--- src/hdl/mrs_pkg.sv ---
// ----------------------------------------------------------------------------
// mrs_pkg: shared types and constants of the Modbus RTU register slave
// Transaction payloads, Modbus codes, storage sizes and the CRC-16 step.
// ----------------------------------------------------------------------------
package mrs_pkg;

    localparam int REG_COUNT   = 64;
    localparam int REG_AW      = $clog2(REG_COUNT);
    localparam int FRAME_BYTES = 256;
    localparam int FRAME_AW    = $clog2(FRAME_BYTES);

    localparam logic [15:0] CRC_INIT = 16'hFFFF;
    localparam logic [15:0] CRC_POLY = 16'hA001;

    localparam logic [7:0] FC_READ_HOLDING = 8'h03;
    localparam logic [7:0] FC_READ_INPUT   = 8'h04;
    localparam logic [7:0] FC_WRITE_MULTI  = 8'h10;

    localparam int MAX_READ_QTY  = 125;
    localparam int MAX_WRITE_QTY = 123;

    localparam logic [1:0] CFG_SLAVE_ADDR = 2'd0;
    localparam logic [1:0] CFG_GAP_TICKS  = 2'd1;

    typedef enum logic [1:0] {
        FUNC_RX_BYTE  = 2'd0,
        FUNC_TICK     = 2'd1,
        FUNC_TX_SLOT  = 2'd2,
        FUNC_LOCAL_WR = 2'd3
    } func_t;

    typedef struct packed {
        func_t       func;
        logic [7:0]  rx_byte;
        logic [5:0]  local_addr;
        logic [15:0] local_value;
    } in_item_t;

    typedef struct packed {
        logic        tx_valid;
        logic [7:0]  tx_byte;
        logic        tx_last;
        logic [15:0] crc_error_count;
    } out_item_t;

    typedef struct packed {
        logic                en;
        logic [REG_AW-1:0]   addr;
        logic [15:0]         data;
    } reg_wr_t;

    typedef struct packed {
        logic                en;
        logic [FRAME_AW-1:0] addr;
        logic [7:0]          data;
    } rx_wr_t;

    // One byte of CRC-16/MODBUS, reflected polynomial.
    function automatic logic [15:0] crc_step(input logic [15:0] crc, input logic [7:0] b);
        logic [15:0] c;
        c = crc ^ {8'h00, b};
        for (int k = 0; k < 8; k++) begin
            c = c[0] ? ((c >> 1) ^ CRC_POLY) : (c >> 1);
        end
        return c;
    endfunction

endpackage

--- src/hdl/mrs_rx_ram.sv ---
// ----------------------------------------------------------------------------
// mrs_rx_ram: frame byte store
// One write port and one registered read port; contents undefined until written.
// ----------------------------------------------------------------------------
module mrs_rx_ram import mrs_pkg::*; (
    input  logic                aclk,
    input  rx_wr_t              wr,
    input  logic [FRAME_AW-1:0] rd_addr,
    output logic [7:0]          rd_data
);

    logic [7:0] mem [FRAME_BYTES];
    logic [7:0] rd_data_reg;

    always_ff @(posedge aclk) begin
        if (wr.en) begin
            mem[wr.addr] <= wr.data;
        end
        rd_data_reg <= mem[rd_addr];
    end

    assign rd_data = rd_data_reg;

endmodule

--- src/hdl/mrs_reg_ram.sv ---
// ----------------------------------------------------------------------------
// mrs_reg_ram: holding register file
// Registered-read memory with per-entry valid bits so that reset reads zero.
// ----------------------------------------------------------------------------
module mrs_reg_ram import mrs_pkg::*; (
    input  logic              aclk,
    input  logic              aresetn,
    input  reg_wr_t           wr,
    input  logic [REG_AW-1:0] rd_addr,
    output logic [15:0]       rd_data
);

    logic [15:0]          mem [REG_COUNT];
    logic [15:0]          rd_data_reg;
    logic [REG_COUNT-1:0] valid_reg;
    logic                 hit_reg;

    always_ff @(posedge aclk) begin
        if (wr.en) begin
            mem[wr.addr] <= wr.data;
        end
        rd_data_reg <= mem[rd_addr];
    end

    always_ff @(posedge aclk) begin
        if (!aresetn) begin
            valid_reg <= '0;
            hit_reg   <= 1'b0;
        end else begin
            if (wr.en) begin
                valid_reg[wr.addr] <= 1'b1;
            end
            hit_reg <= valid_reg[rd_addr];
        end
    end

    // An entry never written since reset reads as zero.
    assign rd_data = hit_reg ? rd_data_reg : 16'h0000;

endmodule

--- src/hdl/modbus_rtu_register_slave.sv ---
// ----------------------------------------------------------------------------
// modbus_rtu_register_slave: Modbus RTU slave serving a 16-bit register file
// Frame collection, frame-end checking, register writes and reply generation.
// ----------------------------------------------------------------------------
// Usage: each input transaction on s_* carries one event: a received serial
// byte, a timer tick, a transmit slot, or a local register write. Every input
// transaction yields exactly one output transaction on m_*, which carries the
// transmit byte for a slot (tx_valid 0 when no reply is pending) and the
// current CRC error count.
// Flow: one item is worked on at a time. For a byte, a local write or a plain
// tick the result passes through the result state into the output register,
// and the next item is taken once the block is back in idle. A transmit slot
// adds a send state that reads the register file. A tick that ends a frame
// scans the frame store at one byte per cycle, then checks the frame, and for a
// write request scans the data bytes once more; both scans are bound by the
// single read port of the store. The output register lets the result wait;
// while m_ready is low the block can take one more item, then holds its result
// in the result state and accepts no further item.
// Reset (aresetn low, synchronous) clears all control state, returns the
// configuration to address 2 and a gap of 64000 ticks, and makes the whole
// register file read as zero at once. The frame store needs no clearing.
// Configuration writes on cfg_we are taken in any cycle.
// ----------------------------------------------------------------------------
module modbus_rtu_register_slave import mrs_pkg::*; (
    input  logic        aclk,
    input  logic        aresetn,
    input  logic        s_valid,
    output logic        s_ready,
    input  in_item_t    s_data,
    output logic        m_valid,
    input  logic        m_ready,
    output out_item_t   m_data,
    input  logic        cfg_we,
    input  logic [1:0]  cfg_index,
    input  logic [15:0] cfg_wdata
);

    typedef enum logic [2:0] {
        ST_IDLE,
        ST_EOF_SCAN,
        ST_EOF_CHECK,
        ST_WR_SCAN,
        ST_TX_SEND,
        ST_RESULT
    } state_t;

    state_t state_reg;

    // Configuration.
    logic [7:0]  slave_addr_reg;
    logic [15:0] gap_ticks_reg;

    // Receive side.
    logic [FRAME_AW:0] rx_count_reg;
    logic [15:0]       gap_count_reg;
    logic              gap_running_reg;

    // Frame check.
    logic [FRAME_AW:0] n_reg;
    logic [FRAME_AW:0] scan_addr_reg;
    logic [FRAME_AW:0] scan_idx_reg;
    logic              scan_vld_reg;
    logic [15:0]       calc_crc_reg;
    logic [15:0]       got_crc_reg;
    logic [7:0]        hdr_reg [7];
    logic [7:0]        hi_byte_reg;
    logic [REG_AW-1:0] wr_ptr_reg;

    // Reply.
    logic        tx_active_reg;
    logic [7:0]  tx_length_reg;
    logic [7:0]  tx_pos_reg;
    logic [15:0] tx_crc_reg;
    logic [7:0]  reply_fn_reg;
    logic [15:0] reply_start_reg;
    logic [15:0] reply_qty_reg;
    logic [15:0] crc_errors_reg;

    // Pending result and output register.
    logic      res_valid_reg;
    logic [7:0] res_byte_reg;
    logic      res_last_reg;
    logic      m_valid_reg;
    out_item_t m_data_reg;

    // Memory ports.
    rx_wr_t              rx_wr;
    logic [FRAME_AW-1:0] rx_rd_addr;
    logic [7:0]          rx_rd_data;
    reg_wr_t             reg_wr;
    logic [REG_AW-1:0]   reg_rd_addr;
    logic [15:0]         reg_rd_data;

    logic        accept;
    logic [15:0] gap_next;
    logic [7:0]  tx_off;
    logic [15:0] start_w;
    logic [15:0] qty_w;
    logic [16:0] range_end;
    logic [9:0]  wr_frame_len;
    logic [7:0]  reply_b;

    assign s_ready = (state_reg == ST_IDLE);
    assign accept  = s_valid && s_ready;
    assign m_valid = m_valid_reg;
    assign m_data  = m_data_reg;

    assign gap_next     = gap_count_reg + 16'd1;
    assign tx_off       = tx_pos_reg - 8'd3;
    assign start_w      = {hdr_reg[2], hdr_reg[3]};
    assign qty_w        = {hdr_reg[4], hdr_reg[5]};
    assign range_end    = {1'b0, start_w} + {1'b0, qty_w};
    assign wr_frame_len = 10'd9 + {2'b00, hdr_reg[6]};

    // The frame store is read by the scan address; the register file by the
    // reply position on a transmit slot.
    assign rx_rd_addr  = scan_addr_reg[FRAME_AW-1:0];
    assign reg_rd_addr = reply_start_reg[REG_AW-1:0] + tx_off[REG_AW:1];

    always_comb begin
        rx_wr.en   = accept && (s_data.func == FUNC_RX_BYTE)
                     && (rx_count_reg < (FRAME_AW+1)'(FRAME_BYTES));
        rx_wr.addr = rx_count_reg[FRAME_AW-1:0];
        rx_wr.data = s_data.rx_byte;
    end

    always_comb begin
        reg_wr.en   = 1'b0;
        reg_wr.addr = s_data.local_addr[REG_AW-1:0];
        reg_wr.data = s_data.local_value;
        if (accept && (s_data.func == FUNC_LOCAL_WR)) begin
            reg_wr.en = 1'b1;
        end else if (state_reg == ST_WR_SCAN && scan_vld_reg && !scan_idx_reg[0]) begin
            reg_wr.en   = 1'b1;
            reg_wr.addr = wr_ptr_reg;
            reg_wr.data = {hi_byte_reg, rx_rd_data};
        end
    end

    // Reply byte for a position before the CRC.
    always_comb begin
        reply_b = 8'h00;
        if (tx_pos_reg == 8'd0) begin
            reply_b = slave_addr_reg;
        end else if (tx_pos_reg == 8'd1) begin
            reply_b = reply_fn_reg;
        end else if (reply_fn_reg == FC_WRITE_MULTI) begin
            priority case (tx_pos_reg)
                8'd2:    reply_b = reply_start_reg[15:8];
                8'd3:    reply_b = reply_start_reg[7:0];
                8'd4:    reply_b = reply_qty_reg[15:8];
                default: reply_b = reply_qty_reg[7:0];
            endcase
        end else if (tx_pos_reg == 8'd2) begin
            reply_b = {reply_qty_reg[6:0], 1'b0};
        end else begin
            reply_b = tx_off[0] ? reg_rd_data[7:0] : reg_rd_data[15:8];
        end
    end

    mrs_rx_ram u_rx_ram (
        .aclk    (aclk),
        .wr      (rx_wr),
        .rd_addr (rx_rd_addr),
        .rd_data (rx_rd_data)
    );

    mrs_reg_ram u_reg_ram (
        .aclk    (aclk),
        .aresetn (aresetn),
        .wr      (reg_wr),
        .rd_addr (reg_rd_addr),
        .rd_data (reg_rd_data)
    );

    always_ff @(posedge aclk) begin
        if (!aresetn) begin
            state_reg       <= ST_IDLE;
            slave_addr_reg  <= 8'd2;
            gap_ticks_reg   <= 16'd64000;
            rx_count_reg    <= '0;
            gap_count_reg   <= '0;
            gap_running_reg <= 1'b0;
            n_reg           <= '0;
            scan_addr_reg   <= '0;
            scan_idx_reg    <= '0;
            scan_vld_reg    <= 1'b0;
            tx_active_reg   <= 1'b0;
            tx_length_reg   <= '0;
            tx_pos_reg      <= '0;
            tx_crc_reg      <= CRC_INIT;
            reply_fn_reg    <= '0;
            reply_start_reg <= '0;
            reply_qty_reg   <= '0;
            crc_errors_reg  <= '0;
            res_valid_reg   <= 1'b0;
            res_last_reg    <= 1'b0;
            res_byte_reg    <= '0;
            m_valid_reg     <= 1'b0;
        end else begin
            if (cfg_we) begin
                if (cfg_index == CFG_SLAVE_ADDR) begin
                    slave_addr_reg <= cfg_wdata[7:0];
                end else if (cfg_index == CFG_GAP_TICKS) begin
                    gap_ticks_reg <= cfg_wdata;
                end
            end

            // In the result state the output register is handled below.
            if (m_valid_reg && m_ready && state_reg != ST_RESULT) begin
                m_valid_reg <= 1'b0;
            end

            unique case (state_reg)
                ST_IDLE: begin
                    res_valid_reg <= 1'b0;
                    res_last_reg  <= 1'b0;
                    res_byte_reg  <= 8'h00;
                    if (accept) begin
                        state_reg <= ST_RESULT;
                        unique case (s_data.func)
                            FUNC_RX_BYTE: begin
                                if (rx_count_reg < (FRAME_AW+1)'(FRAME_BYTES)) begin
                                    rx_count_reg <= rx_count_reg + 1'b1;
                                end
                                gap_count_reg   <= '0;
                                gap_running_reg <= 1'b1;
                            end
                            FUNC_TICK: begin
                                if (gap_running_reg) begin
                                    if (gap_next >= gap_ticks_reg) begin
                                        gap_running_reg <= 1'b0;
                                        gap_count_reg   <= '0;
                                        if (rx_count_reg != '0) begin
                                            rx_count_reg <= '0;
                                            n_reg        <= rx_count_reg;
                                            if (!tx_active_reg && rx_count_reg >= 9'd4) begin
                                                state_reg     <= ST_EOF_SCAN;
                                                scan_addr_reg <= '0;
                                                scan_vld_reg  <= 1'b0;
                                                calc_crc_reg  <= CRC_INIT;
                                            end
                                        end
                                    end else begin
                                        gap_count_reg <= gap_next;
                                    end
                                end
                            end
                            FUNC_TX_SLOT: begin
                                if (tx_active_reg) begin
                                    state_reg <= ST_TX_SEND;
                                end
                            end
                            FUNC_LOCAL_WR: begin
                                // The register file write is issued combinationally.
                            end
                            default: begin
                            end
                        endcase
                    end
                end

                ST_EOF_SCAN: begin
                    if (scan_addr_reg < n_reg) begin
                        scan_addr_reg <= scan_addr_reg + 1'b1;
                        scan_idx_reg  <= scan_addr_reg;
                        scan_vld_reg  <= 1'b1;
                    end else begin
                        scan_vld_reg <= 1'b0;
                    end
                    if (scan_vld_reg) begin
                        if (scan_idx_reg < n_reg - 9'd2) begin
                            calc_crc_reg <= crc_step(calc_crc_reg, rx_rd_data);
                        end
                        if (scan_idx_reg < 9'd7) begin
                            hdr_reg[scan_idx_reg[2:0]] <= rx_rd_data;
                        end
                        if (scan_idx_reg == n_reg - 9'd2) begin
                            got_crc_reg[7:0] <= rx_rd_data;
                        end
                        if (scan_idx_reg == n_reg - 9'd1) begin
                            got_crc_reg[15:8] <= rx_rd_data;
                            state_reg         <= ST_EOF_CHECK;
                        end
                    end
                end

                ST_EOF_CHECK: begin
                    state_reg <= ST_RESULT;
                    if (hdr_reg[0] == slave_addr_reg) begin
                        if (got_crc_reg != calc_crc_reg) begin
                            if (crc_errors_reg != 16'hFFFF) begin
                                crc_errors_reg <= crc_errors_reg + 16'd1;
                            end
                        end else if (hdr_reg[1] == FC_READ_HOLDING
                                     || hdr_reg[1] == FC_READ_INPUT) begin
                            if (n_reg == 9'd8 && qty_w != 16'd0
                                && qty_w <= 16'(MAX_READ_QTY)
                                && range_end <= 17'(REG_COUNT)) begin
                                reply_fn_reg    <= hdr_reg[1];
                                reply_start_reg <= start_w;
                                reply_qty_reg   <= qty_w;
                                tx_length_reg   <= 8'd3 + {qty_w[6:0], 1'b0};
                                tx_pos_reg      <= '0;
                                tx_crc_reg      <= CRC_INIT;
                                tx_active_reg   <= 1'b1;
                            end
                        end else if (hdr_reg[1] == FC_WRITE_MULTI) begin
                            if (n_reg >= 9'd9 && {1'b0, n_reg} == wr_frame_len
                                && qty_w != 16'd0 && qty_w <= 16'(MAX_WRITE_QTY)
                                && {9'd0, hdr_reg[6]} == {qty_w, 1'b0}
                                && range_end <= 17'(REG_COUNT)) begin
                                state_reg     <= ST_WR_SCAN;
                                scan_addr_reg <= 9'd7;
                                scan_vld_reg  <= 1'b0;
                                wr_ptr_reg    <= start_w[REG_AW-1:0];
                            end
                        end
                    end
                end

                ST_WR_SCAN: begin
                    if (scan_addr_reg < n_reg - 9'd2) begin
                        scan_addr_reg <= scan_addr_reg + 1'b1;
                        scan_idx_reg  <= scan_addr_reg;
                        scan_vld_reg  <= 1'b1;
                    end else begin
                        scan_vld_reg <= 1'b0;
                    end
                    if (scan_vld_reg) begin
                        if (scan_idx_reg[0]) begin
                            hi_byte_reg <= rx_rd_data;
                        end else begin
                            wr_ptr_reg <= wr_ptr_reg + 1'b1;
                        end
                        if (scan_idx_reg == n_reg - 9'd3) begin
                            state_reg       <= ST_RESULT;
                            reply_fn_reg    <= FC_WRITE_MULTI;
                            reply_start_reg <= start_w;
                            reply_qty_reg   <= qty_w;
                            tx_length_reg   <= 8'd6;
                            tx_pos_reg      <= '0;
                            tx_crc_reg      <= CRC_INIT;
                            tx_active_reg   <= 1'b1;
                        end
                    end
                end

                ST_TX_SEND: begin
                    state_reg     <= ST_RESULT;
                    res_valid_reg <= 1'b1;
                    tx_pos_reg    <= tx_pos_reg + 8'd1;
                    if (tx_pos_reg < tx_length_reg) begin
                        res_byte_reg <= reply_b;
                        tx_crc_reg   <= crc_step(tx_crc_reg, reply_b);
                    end else if (tx_pos_reg == tx_length_reg) begin
                        res_byte_reg <= tx_crc_reg[7:0];
                    end else begin
                        res_byte_reg  <= tx_crc_reg[15:8];
                        res_last_reg  <= 1'b1;
                        tx_active_reg <= 1'b0;
                    end
                end

                ST_RESULT: begin
                    if (!m_valid_reg || m_ready) begin
                        m_valid_reg                <= 1'b1;
                        m_data_reg.tx_valid        <= res_valid_reg;
                        m_data_reg.tx_byte         <= res_byte_reg;
                        m_data_reg.tx_last         <= res_last_reg;
                        m_data_reg.crc_error_count <= crc_errors_reg;
                        state_reg                  <= ST_IDLE;
                    end
                end

                default: begin
                    state_reg <= ST_IDLE;
                end
            endcase
        end
    end

    // A final CRC byte is always a valid byte.
    assert property (@(posedge aclk) disable iff (!aresetn)
        m_valid && m_data.tx_last |-> m_data.tx_valid)
        else $error("tx_last without tx_valid");

    // The error counter only counts up.
    assert property (@(posedge aclk) disable iff (!aresetn)
        $past(aresetn) |-> crc_errors_reg >= $past(crc_errors_reg))
        else $error("crc error counter decreased");

    // The receive count never passes the frame store depth.
    assert property (@(posedge aclk) disable iff (!aresetn)
        rx_count_reg <= (FRAME_AW+1)'(FRAME_BYTES))
        else $error("receive count beyond frame store");

    // A reply never runs past its two CRC bytes.
    assert property (@(posedge aclk) disable iff (!aresetn)
        tx_active_reg |-> {1'b0, tx_pos_reg} <= {1'b0, tx_length_reg} + 9'd1)
        else $error("reply position beyond CRC");

endmodule
--- config.mk ---
export PLATFORM = sky130hd
export DESIGN_NAME = modbus_rtu_register_slave
export DESIGN_NICKNAME = d
export VERILOG_FILES = /design/src/hdl/mrs_pkg.sv /design/src/hdl/mrs_rx_ram.sv /design/src/hdl/mrs_reg_ram.sv /design/src/hdl/modbus_rtu_register_slave.sv
export SDC_FILE = /design/constraint.sdc
export NUM_CORES = 2
export LEC_CHECK = 0
export BUFFER_PORTS_ARGS = -buffer_cell sky130_fd_sc_hd__clkbuf_2
export CORE_MARGIN = 5
export CORE_UTILIZATION = 50
export CTS_CLUSTER_SIZE = 14
export DETAILED_ROUTE_END_ITERATION = 12
export GPL_TIMING_DRIVEN = 1
export HOLD_SLACK_MARGIN = 0.06
export PLACE_DENSITY = 0.77
export SETUP_SLACK_MARGIN = 0.15
export SYNTH_ARGS = -nofsm -noshare
export SYNTH_HDL_FRONTEND = slang
export SYNTH_SLANG_ARGS = --single-unit
export TNS_END_PERCENT = 10
--- constraint.sdc ---
create_clock -name aclk -period 5.7 [get_ports aclk]
set_input_delay 0.285 -clock aclk [delete_from_list [all_inputs] [get_ports aclk]]
set_output_delay 0.285 -clock aclk [all_outputs]
set_load 0.005 [all_outputs]
==> run summary <==
Outcome -> finished, final reports clean
Hold depth -> 1
# IOs -> 83
Reg2reg setup slack -> 770 ps
Most common cell after layout, fill and taps aside -> edfxtp_1
Net Switching -> 13320 µW
Starting Density -> 50.30%
Nets@finish -> 7215
Core area -> 0.2739 mm²
Yosys cell types -> 87
Fmax -> 0.2027 GHz
Max Buffers Root-to-Sink -> 4
Slowest stage delay, CP -> 1060 ps
Total gr overflow -> 0
Drt first pass iters -> 6
Initial DRC count -> 10430
Setup violators final -> 0
Design Area, Final -> 0.1542 mm²
Largest net degree at the start of global routing -> 181
CTS Buf Count -> 337
Reg2Reg Capture Point -> u_rx_ram.mem[233][1]$_DFFE_PP_
Syn Inst Count -> 6804
Post-Place Cells -> 10280
Clk Latency, worst-skew pair -> 900 ps
Hold Startpoint -> s_data[26]
Period Utilization, post-route -> 86.55%
Asr flop ratio synth -> 0%
Critical path required time -> 6180 ps
Crit Path Class -> reg2reg
Combinational power share -> 11.7%
Post-DRT Antenna Nets -> 0
Die Wd -> 534.9 µm
CTS sink cnt -> 3470
Core Rows -> 192
HP Class -> in2reg
Worst path bufs/invs -> 1
Endpoints failing hold -> 0
Reg-to-Reg Start -> state_reg[2]$_SDFFE_PN0P_
Crit path depth -> 8
Die ar. -> 0.2861 mm²
Largest vdd supply drop -> 0.0003342 V
Die height -> 534.9 µm
GR Util All Layers -> 24.17%
Hold endpoint -> u_rx_ram.mem[202][4]$_DFFE_PP_
Final max-slew violation count -> 0
Delay-heaviest family, CP -> simple AND/OR/NAND/NOR gates
Dpl hpwl -> 195.4 mm
Sequential power share -> 49.5%
GP Congestion -> 0.8985
Max Cap Viol -> 0
Slowest-stage cell, CP -> nor2_1
Clock power share -> 38.9%
Syn Nets -> 6959
Yosys synthesis warning count -> 0
Vias per cell -> 6.542
DRC Markers -> 0
Post-Synthesis Mean Instance Area -> 20.25 µm²
Htree depth -> 5
Routed WL per cell -> 31.92 µm
Post-cts resize count -> 0
Initial antenna violation count -> 18
R2r worst-path depth -> 8
Max reg flops -> 2048
WP data arrival -> 5410 ps
Vias in the first global route -> 71950
Critical path cell sequence -> or3_1 -> inv_1 -> and2_1 -> nand2_1 -> or2_2 -> nor3b_1 -> nand3_1 -> nor2_1
Post-synth EDFFs -> 3200
Total power -> 57070 µW
Total number of vias -> 71450
Pleak -> 0.04730 µW
Power Density -> 370.1 mW/mm²
Clock root buffer -> clkbuf_16
Port-buffer cells -> 82
Placed instance area -> 0.1431 mm²
Worst Setup End Kind -> register
Headroom to the max-slew limit -> 10.96%
Slew @ Worst Pin -> 1336 ps
Final setup TNS -> 0 ps
Final cell count without fillers -> 10920
RSZ-0062 raised after global routing -> false
Worst-path maximum fanout -> 16
Int Pwr -> 43750 µW
Most frequently used flop master after synthesis -> edfxtp_1
Register area share after synthesis -> 73.68%
P&R area growth vs syn -> 11.96%
Clock-pin slew on the worst setup and hold paths -> 60 ps
Post-CTS Setup Inserts -> 0
WHS -> 37.05 ps
Sw Share -> 23.34%
Cell Area, Synth -> 0.1377 mm²
CTS tree -> done
#FFs+latches synth -> 3470
Most frequent cells in the layout -> edfxtp_1, mux4_2, nor2_1
Crit path time final -> 4933 ps
Routed WL -> 348.6 mm
Crit start category -> register
First-pass GRT wire length -> 508.6 mm
Layout cell share with drive strength beyond 1 -> 25.17%
Clk_skew -> 94.99 ps
==> worst max-delay path by stage <==
stage                                        from                               end
floorplan           gap_count_reg[0]$_SDFFE_PN0P_     calc_crc_reg[0]$_SDFFCE_PN1P_
global placement       tx_pos_reg[1]$_SDFFE_PN0P_  u_reg_ram.rd_data_reg[3]$_DFF_P_
detailed placement      state_reg[2]$_SDFFE_PN0P_     u_rx_ram.mem[95][3]$_DFFE_PP_
CTS                     state_reg[2]$_SDFFE_PN0P_    u_rx_ram.mem[233][1]$_DFFE_PP_
global route            state_reg[2]$_SDFFE_PN0P_    u_rx_ram.mem[233][5]$_DFFE_PP_
finish                  state_reg[2]$_SDFFE_PN0P_    u_rx_ram.mem[233][1]$_DFFE_PP_
==> logic make-up (layout without fill, tap and decap cells) <==
family          count (synthesis)  after routing  synth area share (%)
compound gates                344            344                 1.652
xor+xnor                      163            163                 1.078
fa+ha+maj                     100            100                0.9192
buf+inv                       430            952                 1.216
flops                        3470           3470                 73.68
mux                          1135           1135                 17.68
other cells                     0              7                     0
simple gates                 1162           1162                 3.771
==> final cells by class <==
cell class / instances / area [µm²]
clock inverters: 174 / 1810
inverters: 66 / 252.7
diodes: 7 / 17.52
fillers: 19040 / 119600
well taps: 3589 / 4491
repair buffers: 281 / 2445
clock buffers: 431 / 8994
multi-input cells: 2904 / 34700
flip-flops and latches: 3470 / 101500
==> metrics by stage <==
| step | util (%) | setup slack [ps] |
|---|---|---|
| CTS | 56.31 | 927.7 |
| finish | 56.31 | 766.7 |
| global placement | 52.26 | 1181 |
| floorplan | - | 1353 |
| global route | 56.31 | 609.1 |
| detailed placement | 52.26 | 997.4 |
==> timing repair <==
item / in CTS / in global routing
hold buffers: 28 / 0
endpoints found under the hold margin: 116 / 0
setup endpoints to repair: 0 / 0
==> synthesized netlist by cell type, types with 10 or more instances <==
library cell / number / share of area [%]
ha_1: 98 / 0.89
a21o_1: 29 / 0.16
a211oi_1: 19 / 0.10
mux4_2: 1036 / 17
dfxtp_1: 270 / 3.9
o211ai_1: 13 / 0.071
a21oi_1: 100 / 0.36
and3_1: 30 / 0.14
clkbuf_1: 252 / 0.69
nor2_1: 630 / 1.7
o22ai_1: 23 / 0.10
xor2_1: 56 / 0.36
nand3_1: 82 / 0.30
nand3b_1: 20 / 0.11
nor3_1: 29 / 0.11
buf_1: 94 / 0.26
nand4_1: 29 / 0.13
nor4_1: 23 / 0.10
inv_1: 64 / 0.17
a22oi_1: 13 / 0.071
nor3b_1: 10 / 0.054
o21ai_0: 61 / 0.22
nor2b_1: 18 / 0.082
or3_1: 19 / 0.086
mux2_2: 25 / 0.20
and2_1: 23 / 0.10
nand2b_1: 27 / 0.12
edfxtp_1: 3200 / 70
xnor2_1: 101 / 0.64
nand2_1: 189 / 0.52
mux2i_1: 74 / 0.54
==> power groups by stage <==
stage	clock network (µW)	logic, µW	registers (µW)
6_report	22200	6650	28200
5_1_grt	23500	7030	28200
4_1_cts	22300	6680	28200
3_5_place_dp	0	6580	28800
3_3_place_gp	0	6470	28800
2_1_floorplan	0	4490	28600
==> layer usage <==
metal  wire length, µm  track usage (%)
met5               118                0
met4             15300            9.244
met3             40970            5.956
met2            167500            38.41
met1            124700            32.68
Note: power is estimated with default switching activity, not from simulation.
